--- src/design/grt_pkg.sv ---
// Shared types, codes and constants for the glyph text renderer.
`timescale 1ns / 1ps

package grt_pkg;

  // Fixed geometry of the glyph store and of one glyph row.
  localparam int unsigned GLYPH_WIDTH          = 8;
  localparam int unsigned ADDR_W               = 13;
  localparam int unsigned STORE_DEPTH          = 1 << ADDR_W;
  localparam int unsigned MAX_GLYPH_HEIGHT_DEF = 32;

  // Field widths of items and registers.
  localparam int unsigned COORD_W   = 16;
  localparam int unsigned PY_W      = COORD_W + 1;
  localparam int unsigned CMP_W     = COORD_W + 2;
  localparam int unsigned CLIP_W    = 14;
  localparam int unsigned EXTENT_W  = 15;
  localparam int unsigned STRIDE_W  = 17;
  localparam int unsigned GH_W      = 6;
  localparam int unsigned COLOR_W   = 32;
  localparam int unsigned ROWADDR_W = 30;
  localparam int unsigned CFG_IDX_W = 3;
  localparam int unsigned CFG_DATA_W = 17;

  localparam logic [GH_W-1:0] GLYPH_HEIGHT_RST = GH_W'(16);
  localparam logic [7:0]      NEWLINE_CODE     = 8'd10;

  // Request kinds carried by req_type.
  typedef enum logic [1:0] {
    REQ_LOAD  = 2'd0,
    REQ_BEGIN = 2'd1,
    REQ_CHAR  = 2'd2
  } req_e;

  // Configuration register indexes.
  typedef enum logic [CFG_IDX_W-1:0] {
    CFG_CLIP_LEFT    = 3'd0,
    CFG_CLIP_TOP     = 3'd1,
    CFG_CLIP_WIDTH   = 3'd2,
    CFG_CLIP_HEIGHT  = 3'd3,
    CFG_LINE_STRIDE  = 3'd4,
    CFG_GLYPH_HEIGHT = 3'd5
  } cfg_reg_e;

  // Row sequencer states.
  typedef enum logic {
    SEQ_IDLE,
    SEQ_RUN
  } seq_state_e;

  // One glyph row travelling alongside its glyph store read.
  typedef struct packed {
    logic            valid;
    logic [PY_W-1:0] py;
    logic            last;
  } row_info_t;

endpackage

--- src/design/grt_row_seq.sv ---
// Row sequencer: walks the rows of one glyph, issues store reads and vertical clipping.
`timescale 1ns / 1ps

module grt_row_seq import grt_pkg::*; #(
  parameter int unsigned MAX_GLYPH_HEIGHT = MAX_GLYPH_HEIGHT_DEF,
  localparam int unsigned RW = $clog2(MAX_GLYPH_HEIGHT + 1)
) (
  input  logic               clk_i,
  input  logic               rst_ni,
  input  logic               start_i,
  input  logic [COORD_W-1:0] y0_i,
  input  logic [7:0]         code_i,
  input  logic [RW-1:0]      height_i,
  input  logic [CLIP_W-1:0]  clip_top_i,
  input  logic [EXTENT_W-1:0] clip_height_i,
  input  logic               adv_i,
  output logic               busy_o,
  output logic               rd_en_o,
  output logic [ADDR_W-1:0]  rd_addr_o,
  output row_info_t          row_o
);

  seq_state_e          state_q, state_d;
  logic [RW-1:0]       row_q, row_d;
  logic [RW-1:0]       row_inc;
  logic [RW-1:0]       h_q;
  logic [ADDR_W-1:0]   base_q;
  logic [ADDR_W-1:0]   base_d;
  logic [COORD_W-1:0]  y0_q;
  logic signed [PY_W-1:0] py;
  logic signed [CMP_W-1:0] py_ext;
  logic signed [CMP_W-1:0] ylo;
  logic signed [CMP_W-1:0] yhi;
  logic [COORD_W-1:0]  yhi_u;
  logic                in_win;
  logic                last_row;
  row_info_t           row_q_info;

  // First store address of the glyph, wrapped to the store depth.
  assign base_d = ADDR_W'(code_i) * ADDR_W'(height_i);

  // Per-glyph snapshot taken when a character starts.
  always_ff @(posedge clk_i) begin
    if (start_i && state_q == SEQ_IDLE) begin
      h_q    <= height_i;
      base_q <= base_d;
      y0_q   <= y0_i;
    end
  end

  // Vertical position of the current row and its place in the clip window.
  assign row_inc = RW'(row_q + RW'(1));
  assign py      = $signed({y0_q[COORD_W-1], y0_q}) + $signed(PY_W'(row_q));
  assign py_ext  = CMP_W'(py);
  assign yhi_u   = COORD_W'({2'b00, clip_top_i}) + COORD_W'({1'b0, clip_height_i});
  assign ylo     = $signed(CMP_W'(clip_top_i));
  assign yhi     = $signed(CMP_W'(yhi_u));
  assign in_win  = (py_ext >= ylo) && (py_ext < yhi);
  // The window is contiguous, so a row is last at glyph end or when the next falls out.
  assign last_row = (row_inc == h_q) || ((py_ext + CMP_W'(1)) >= yhi);
  assign rd_addr_o = base_q + ADDR_W'(row_q);

  always_ff @(posedge clk_i or negedge rst_ni) begin
    if (!rst_ni) begin
      state_q <= SEQ_IDLE;
      row_q   <= '0;
    end else begin
      state_q <= state_d;
      row_q   <= row_d;
    end
  end

  // Next state: one row per advancing cycle until the glyph height is reached.
  always_comb begin
    state_d = state_q;
    row_d   = row_q;
    rd_en_o = 1'b0;
    busy_o  = 1'b0;
    unique case (state_q)
      SEQ_IDLE: begin
        if (start_i) begin
          state_d = SEQ_RUN;
          row_d   = '0;
        end
      end
      SEQ_RUN: begin
        busy_o = 1'b1;
        if (adv_i) begin
          rd_en_o = 1'b1;
          row_d   = row_inc;
          if (row_inc == h_q) begin
            state_d = SEQ_IDLE;
          end
        end
      end
      default: begin
        state_d = SEQ_IDLE;
      end
    endcase
  end

  // Row information stage, aligned with the store read data.
  always_ff @(posedge clk_i or negedge rst_ni) begin
    if (!rst_ni) begin
      row_q_info <= '0;
    end else if (adv_i) begin
      row_q_info.valid <= (state_q == SEQ_RUN) && in_win;
      row_q_info.py    <= py;
      row_q_info.last  <= last_row;
    end
  end

  assign row_o = row_q_info;

endmodule
--- config.mk ---
export PLATFORM = sky130hd
export DESIGN_NAME = grt_row_seq
export DESIGN_NICKNAME = d
export VERILOG_FILES = /design/src/design/grt_pkg.sv /design/src/design/grt_row_seq.sv
export SDC_FILE = /design/constraint.sdc
export NUM_CORES = 1
export LEC_CHECK = 0
export BUFFER_PORTS_ARGS = -buffer_cell sky130_fd_sc_hd__buf_2
export CAP_MARGIN = 20
export CORE_MARGIN = 4
export CORE_UTILIZATION = 64
export DETAILED_ROUTE_END_ITERATION = 6
export GPL_ROUTABILITY_DRIVEN = 0
export PLACE_DENSITY = 0.95
export SLEW_MARGIN = 15
export SYNTH_ARGS = -nofsm -noshare
export SYNTH_HDL_FRONTEND = slang
export SYNTH_SLANG_ARGS = --single-unit
--- constraint.sdc ---
create_clock -name clk_i -period 6.55 [get_ports clk_i]
set_clock_uncertainty 0.1 [all_clocks]
set_input_delay 0.3275 -clock clk_i [delete_from_list [all_inputs] [get_ports clk_i]]
set_output_delay 0.3275 -clock clk_i [all_outputs]
set_load 0.01 [all_outputs]
Yosys cells after proc, flatten, opt, wreduce, memory -nomap -nowiden
Index checks and enable logic that the tools add are counted.
- flip-flop bits (word level): 61
- input port bits: 63
- output and inout bits: 34
- logic and storage cells: 36
- add/sub/neg operators: 5
- multipliers: 1
- order comparisons: 3
- equal/unequal tests: 3
- multiplexer cells: 10
- bitwise gates (word level): 1
- reductions and logical operators: 5
- operators with widths (cell ; count):
    $add 17x2->18 const B ; 1
    $ge 18x17->1 ; 1
    $add 16x7->17 ; 1
    $ge 17x15->1 ; 1
    $lt 17x17->1 ; 1
    $add 14x15->16 ; 1
    $add 13x6->13 ; 1
    $mul 8x6->13 ; 1
    $mux 6 ; 2
    $pmux 6 s2 ; 1
    $add 6x1->6 const B ; 1
    $eq 6x6->1 ; 1
    $mux 1 ; 6
    $ne 2x2->1 const B ; 2
    $logic_and 1x1->1 ; 3
    $pmux 1 s2 ; 1
    $reduce_and 2->1 ; 1
    $logic_or 1x1->1 ; 1
    $not 1->1 ; 1

Depth between registers and ports, before layout
- depth after elaboration: 5
- depth in mapped cells: 18
- depth with buffers taken out: 18

Worst setup path after synthesis
OpenSTA, ideal clock, no wires.
- path type: flip-flop to flip-flop
- from: reg row_q[0]
- to: reg row_q_info (netlist bit row_o[0])
- library setup time: 0.123 ns
- arrival: 4.044 ns
- required time: 6.327 ns
- path slack: 2.283 ns
- cell stages (with the launch flop): 19
- buffers on the path: 0
- path through: dfrtp_1 -> ha_1 -> inv_1 -> fa_1 -> and2b_1 -> o21ai_0 -> a211o_1 -> a21oi_1 -> nor3b_2 -> nand2_1 -> xnor2_1 -> ha_1 -> and3_1 -> a41o_1 -> or3_1 -> nor3_1 -> o21bai_1 -> a211oi_2 -> nor3_2
- word-level cells in the longest chain between the ends: 4
- elaborated cells on any way between the ends: 6
- those cells by class: add/sub: 3; order compare: 1; eq/ne: 1; reduce/logical: 1
- RTL lines (what ; RTL line ; RTL):
    start: declaration ; grt_row_seq.sv:24 ; logic [RW-1:0] row_q, row_d;
    start signal: assignment ; grt_row_seq.sv:69 ; row_q <= row_d;
    $add 16x7->17 ; grt_row_seq.sv:53 ; assign py = $signed({y0_q[COORD_W-1], y0_q}) + $signed(PY_W'(row_q));
    $add 17x2->18 ; grt_row_seq.sv:60 ; assign last_row = (row_inc == h_q) || ((py_ext + CMP_W'(1)) >= yhi);
    $ge 18x17->1 ; grt_row_seq.sv:60 ;
    $logic_or 1x1->1 (*) ; grt_row_seq.sv:60 ;
    end: declaration ; grt_row_seq.sv:37 ; row_info_t row_q_info;
Every way passes the cells marked *; elsewhere a longest branch is shown, timed or not.
A chain may end at the register's enable or synchronous reset.

Final worst setup path
- from: reg row_q[0]
- to: reg row_q_info (netlist bit row_o[0])
- word-level cells in the longest chain between the ends: 4
- elaborated cells on any way between the ends: 6
- those cells by class: add/sub: 3; order compare: 1; eq/ne: 1; reduce/logical: 1
- RTL lines (what ; RTL line ; RTL):
    $add 16x7->17 ; grt_row_seq.sv:53 ;
    net py[4] ; grt_row_seq.sv:30 ; logic signed [PY_W-1:0] py;
    $add 17x2->18 ; grt_row_seq.sv:60 ;
    $ge 18x17->1 ; grt_row_seq.sv:60 ;
    $logic_or 1x1->1 ; grt_row_seq.sv:60 ;
The timed path passes the listed nets, and every way through them passes these cells.

==> metrics.txt <==
critical path's slowest cell dfrtp_1; H-tree levels 3; Setup violations, final 0; Ys Warns 0; CTS clock-pin slew for the worst setup and hold paths 80 ps; area of the mapped netlist 0.00655 mm²; worst min-delay path startpoint y0_i[2]; initial core utilization 66.4%; detailed placer's ending HPWL 13000 µm; GRT Resource Usage Total 28.0%; port bufs 96; commonest non-fill, non-tap cell in the layout buf_2; Clock Sinks 61; Nets 984; Final Total Pwr 0.00181 W; CP top delay family simple AND/OR/NAND/NOR gates; Hold/Removal Path Class in2reg; DRT Pass-1 Iters 5; setup TNS 0 ps; top-level port count 97; Critical Path End Type flip-flop; Worst Hold Path EP y0_q[2]; die span in y 109 µm; Startpoint Class flip-flop; largest net degree at the start of global routing 37; post-route ant nets 0; Leak 3.40 nW; most frequent cells in the layout buf_2 (96), ha_1 (95), inv_1 (72); Core Util, Final 74.3%; required time of the worst setup path 6700 ps; TritonCTS clock tree built; Overflow after GRT 0; worst reg2reg path endpoint row_o[0]; Arr. time, crit path 5240 ps; Vias per Instance 6.07; Core ar. 0.00986 mm²; ANT cells 0; Post-synth EDFFs 35; Pins Over Slew Limit 0; worst-skew pair later-pin latency 350 ps; Final period util 77.7%; final worst path period need 5090 ps; critical path cell sequence ha_1, inv_1, fa_1, and2b_1, o21ai_0, a21oi_1, nand3_1, nor3b_2, nand3_1, xnor2_1, ha_1, and3_1, a41o_1, or3_1, nor3_1, o21bai_1, a211oi_2, nor3_2; wire per inst 17.1 µm; CP Buf/Inv Count 1; setup bufs post-CTS 0; worst hold stages 1; worst slack at placement 1700 ps; Yosys reg bits 61; Final Hold Fails 0; CP max FO 7; worst reg2reg path depth 18; top_reg_cell synth edfxtp_1; Max IR drop VDD 110 µV; Mapped Cells 701; Critical Path Stages 18; Root Buffer clkbuf_8; syn_nets 886; max_cap viols 0; Detailed Route Iter0 Violations 401; share of cells above drive strength 1 17.2%; Worst R2R Setup Slack 1460 ps; sequential share of the synthesized area 26.0%; DRC 0; status finished clean; vias in the first global route 5892; Synth cell types 72; cell area power density 247 mW/mm²; critical path's largest stage delay 490 ps; Async SR Flop Fraction 42.6%; syn avg cell area 9.35 µm²; initial antenna violation count 0; fmax 197 MHz; RSZ-0062 raised after global routing no; die area 0.0119 mm²; CTS buffer count 9; critical setup path kind reg2reg; WL final 16000 µm; die width 109 µm; worst relative slew slack 46.2%; P&R area growth vs syn 11.9%; cell row count 36; Worst Slack Setup Final 1460 ps; vias 5684; Least-Margin Pin Slew 796 ps; first-pass GRT wire length 26400 µm; CTS Buffer Depth 2; reg2reg start row_q[0]
==> synthesized netlist by cell type (3+ instances only) <==
| cell | n | area (µm²) |
|---|---|---|
| edfxtp_1 | 35 | 1050 |
| clkbuf_1 | 5 | 18.8 |
| a31oi_1 | 3 | 18.8 |
| or2_2 | 3 | 18.8 |
| nand4_1 | 9 | 56.3 |
| xnor2_1 | 45 | 394 |
| nand2b_1 | 6 | 37.5 |
| and2_1 | 21 | 131 |
| a2111oi_0 | 3 | 26.3 |
| inv_1 | 72 | 270 |
| nor3b_1 | 6 | 45.0 |
| nand3_1 | 21 | 105 |
| o31ai_1 | 3 | 22.5 |
| dfrtp_1 | 26 | 651 |
| fa_1 | 27 | 541 |
| nor3_1 | 11 | 55.1 |
| a21boi_0 | 4 | 30.0 |
| buf_2 | 3 | 15.0 |
| o21bai_1 | 7 | 52.6 |
| o211ai_1 | 7 | 52.6 |
| buf_4 | 3 | 22.5 |
| xor2_1 | 19 | 166 |
| nand3b_1 | 4 | 30.0 |
| a211o_1 | 3 | 26.3 |
| and3_1 | 4 | 25.0 |
| mux2_2 | 10 | 113 |
| a211oi_1 | 5 | 37.5 |
| a21o_1 | 9 | 67.6 |
| a21oi_1 | 45 | 225 |
| o21ai_0 | 29 | 145 |
| ha_1 | 95 | 1190 |
| nor2_1 | 36 | 135 |
| nor2b_1 | 8 | 50.1 |
| nand2_1 | 66 | 248 |
==> cell type report <==
class                      count  area (µm²)
tap                          133         166
fill                         624        2530
multi-input combinational    556        4520
inverter                      73         274
clock inverter                 2        8.76
sequential                    61        1700
clock buffer                  14         163
timing repair buffer          98         498
==> power breakdown <==
part,internal [W],switching [W],leakage (nW),total (W)
combinational,0.000431,0.000574,2.69,0.00100
sequential,0.000463,0.0000403,0.621,0.000503
clock,0.000157,0.000150,0.0881,0.000307
total,0.00105,0.000765,3.40,0.00181
==> registers in the layout, summed over array words and instances (netlist names) <==
name     cells
row_o       19
state_q      1
row_q        6
y0_q        16
base_q      13
h_q          6
==> routing by layer <==
layer	track usage [%]	vias to the layer above	share of wire [%]
li1	-	2682	-
met2	52.1	242	52
met4	13.5	0	3.8
met1	30.8	2706	37
met3	4.68	54	6.9
met5	0	-	0
==> metrics by stage <==
step | hold WS (ps) | cells | cell area [µm²]
after floorplan | -68.1 | 701 | 6550
after global placement | 268 | 920 | 7150
after detailed placement | 288 | 920 | 7150
after CTS | 38.1 | 937 | 7330
after global routing | 41.6 | 937 | 7330
final | 48.1 | 937 | 7330
==> logic make-up (layout without fill, tap and decap cells) <==
logic type | count (synthesis) | count (layout) | synth area share [%]
buffers and inverters | 84 | 187 | 5.04
XOR/XNOR | 65 | 65 | 8.80
flip-flops | 61 | 61 | 26.0
adder cells (fa/ha/maj) | 122 | 122 | 26.4
multiplexers | 12 | 12 | 2.02
AND/OR/NAND/NOR | 213 | 213 | 16.9
AO/OA/AOI/OAI | 144 | 144 | 14.9
==> how the worst max path moves through the flow <==
stage	from	to	slack, ps
finish	row_q[0]	row_o[0]	1460
global route	row_q[0]	row_o[0]	1010
CTS	row_q[0]	row_o[0]	1570
detailed placement	row_q[0]	row_o[0]	1700
global placement	row_q[0]	row_o[0]	2000
floorplan	row_q[0]	row_o[0]	2280
==> timing repair <==
action,CTS,global route
gates resized for setup,0,0
hold buffers,1,0
hold endpoints to repair,26,0
Note: power is estimated with default switching activity, not from simulation.
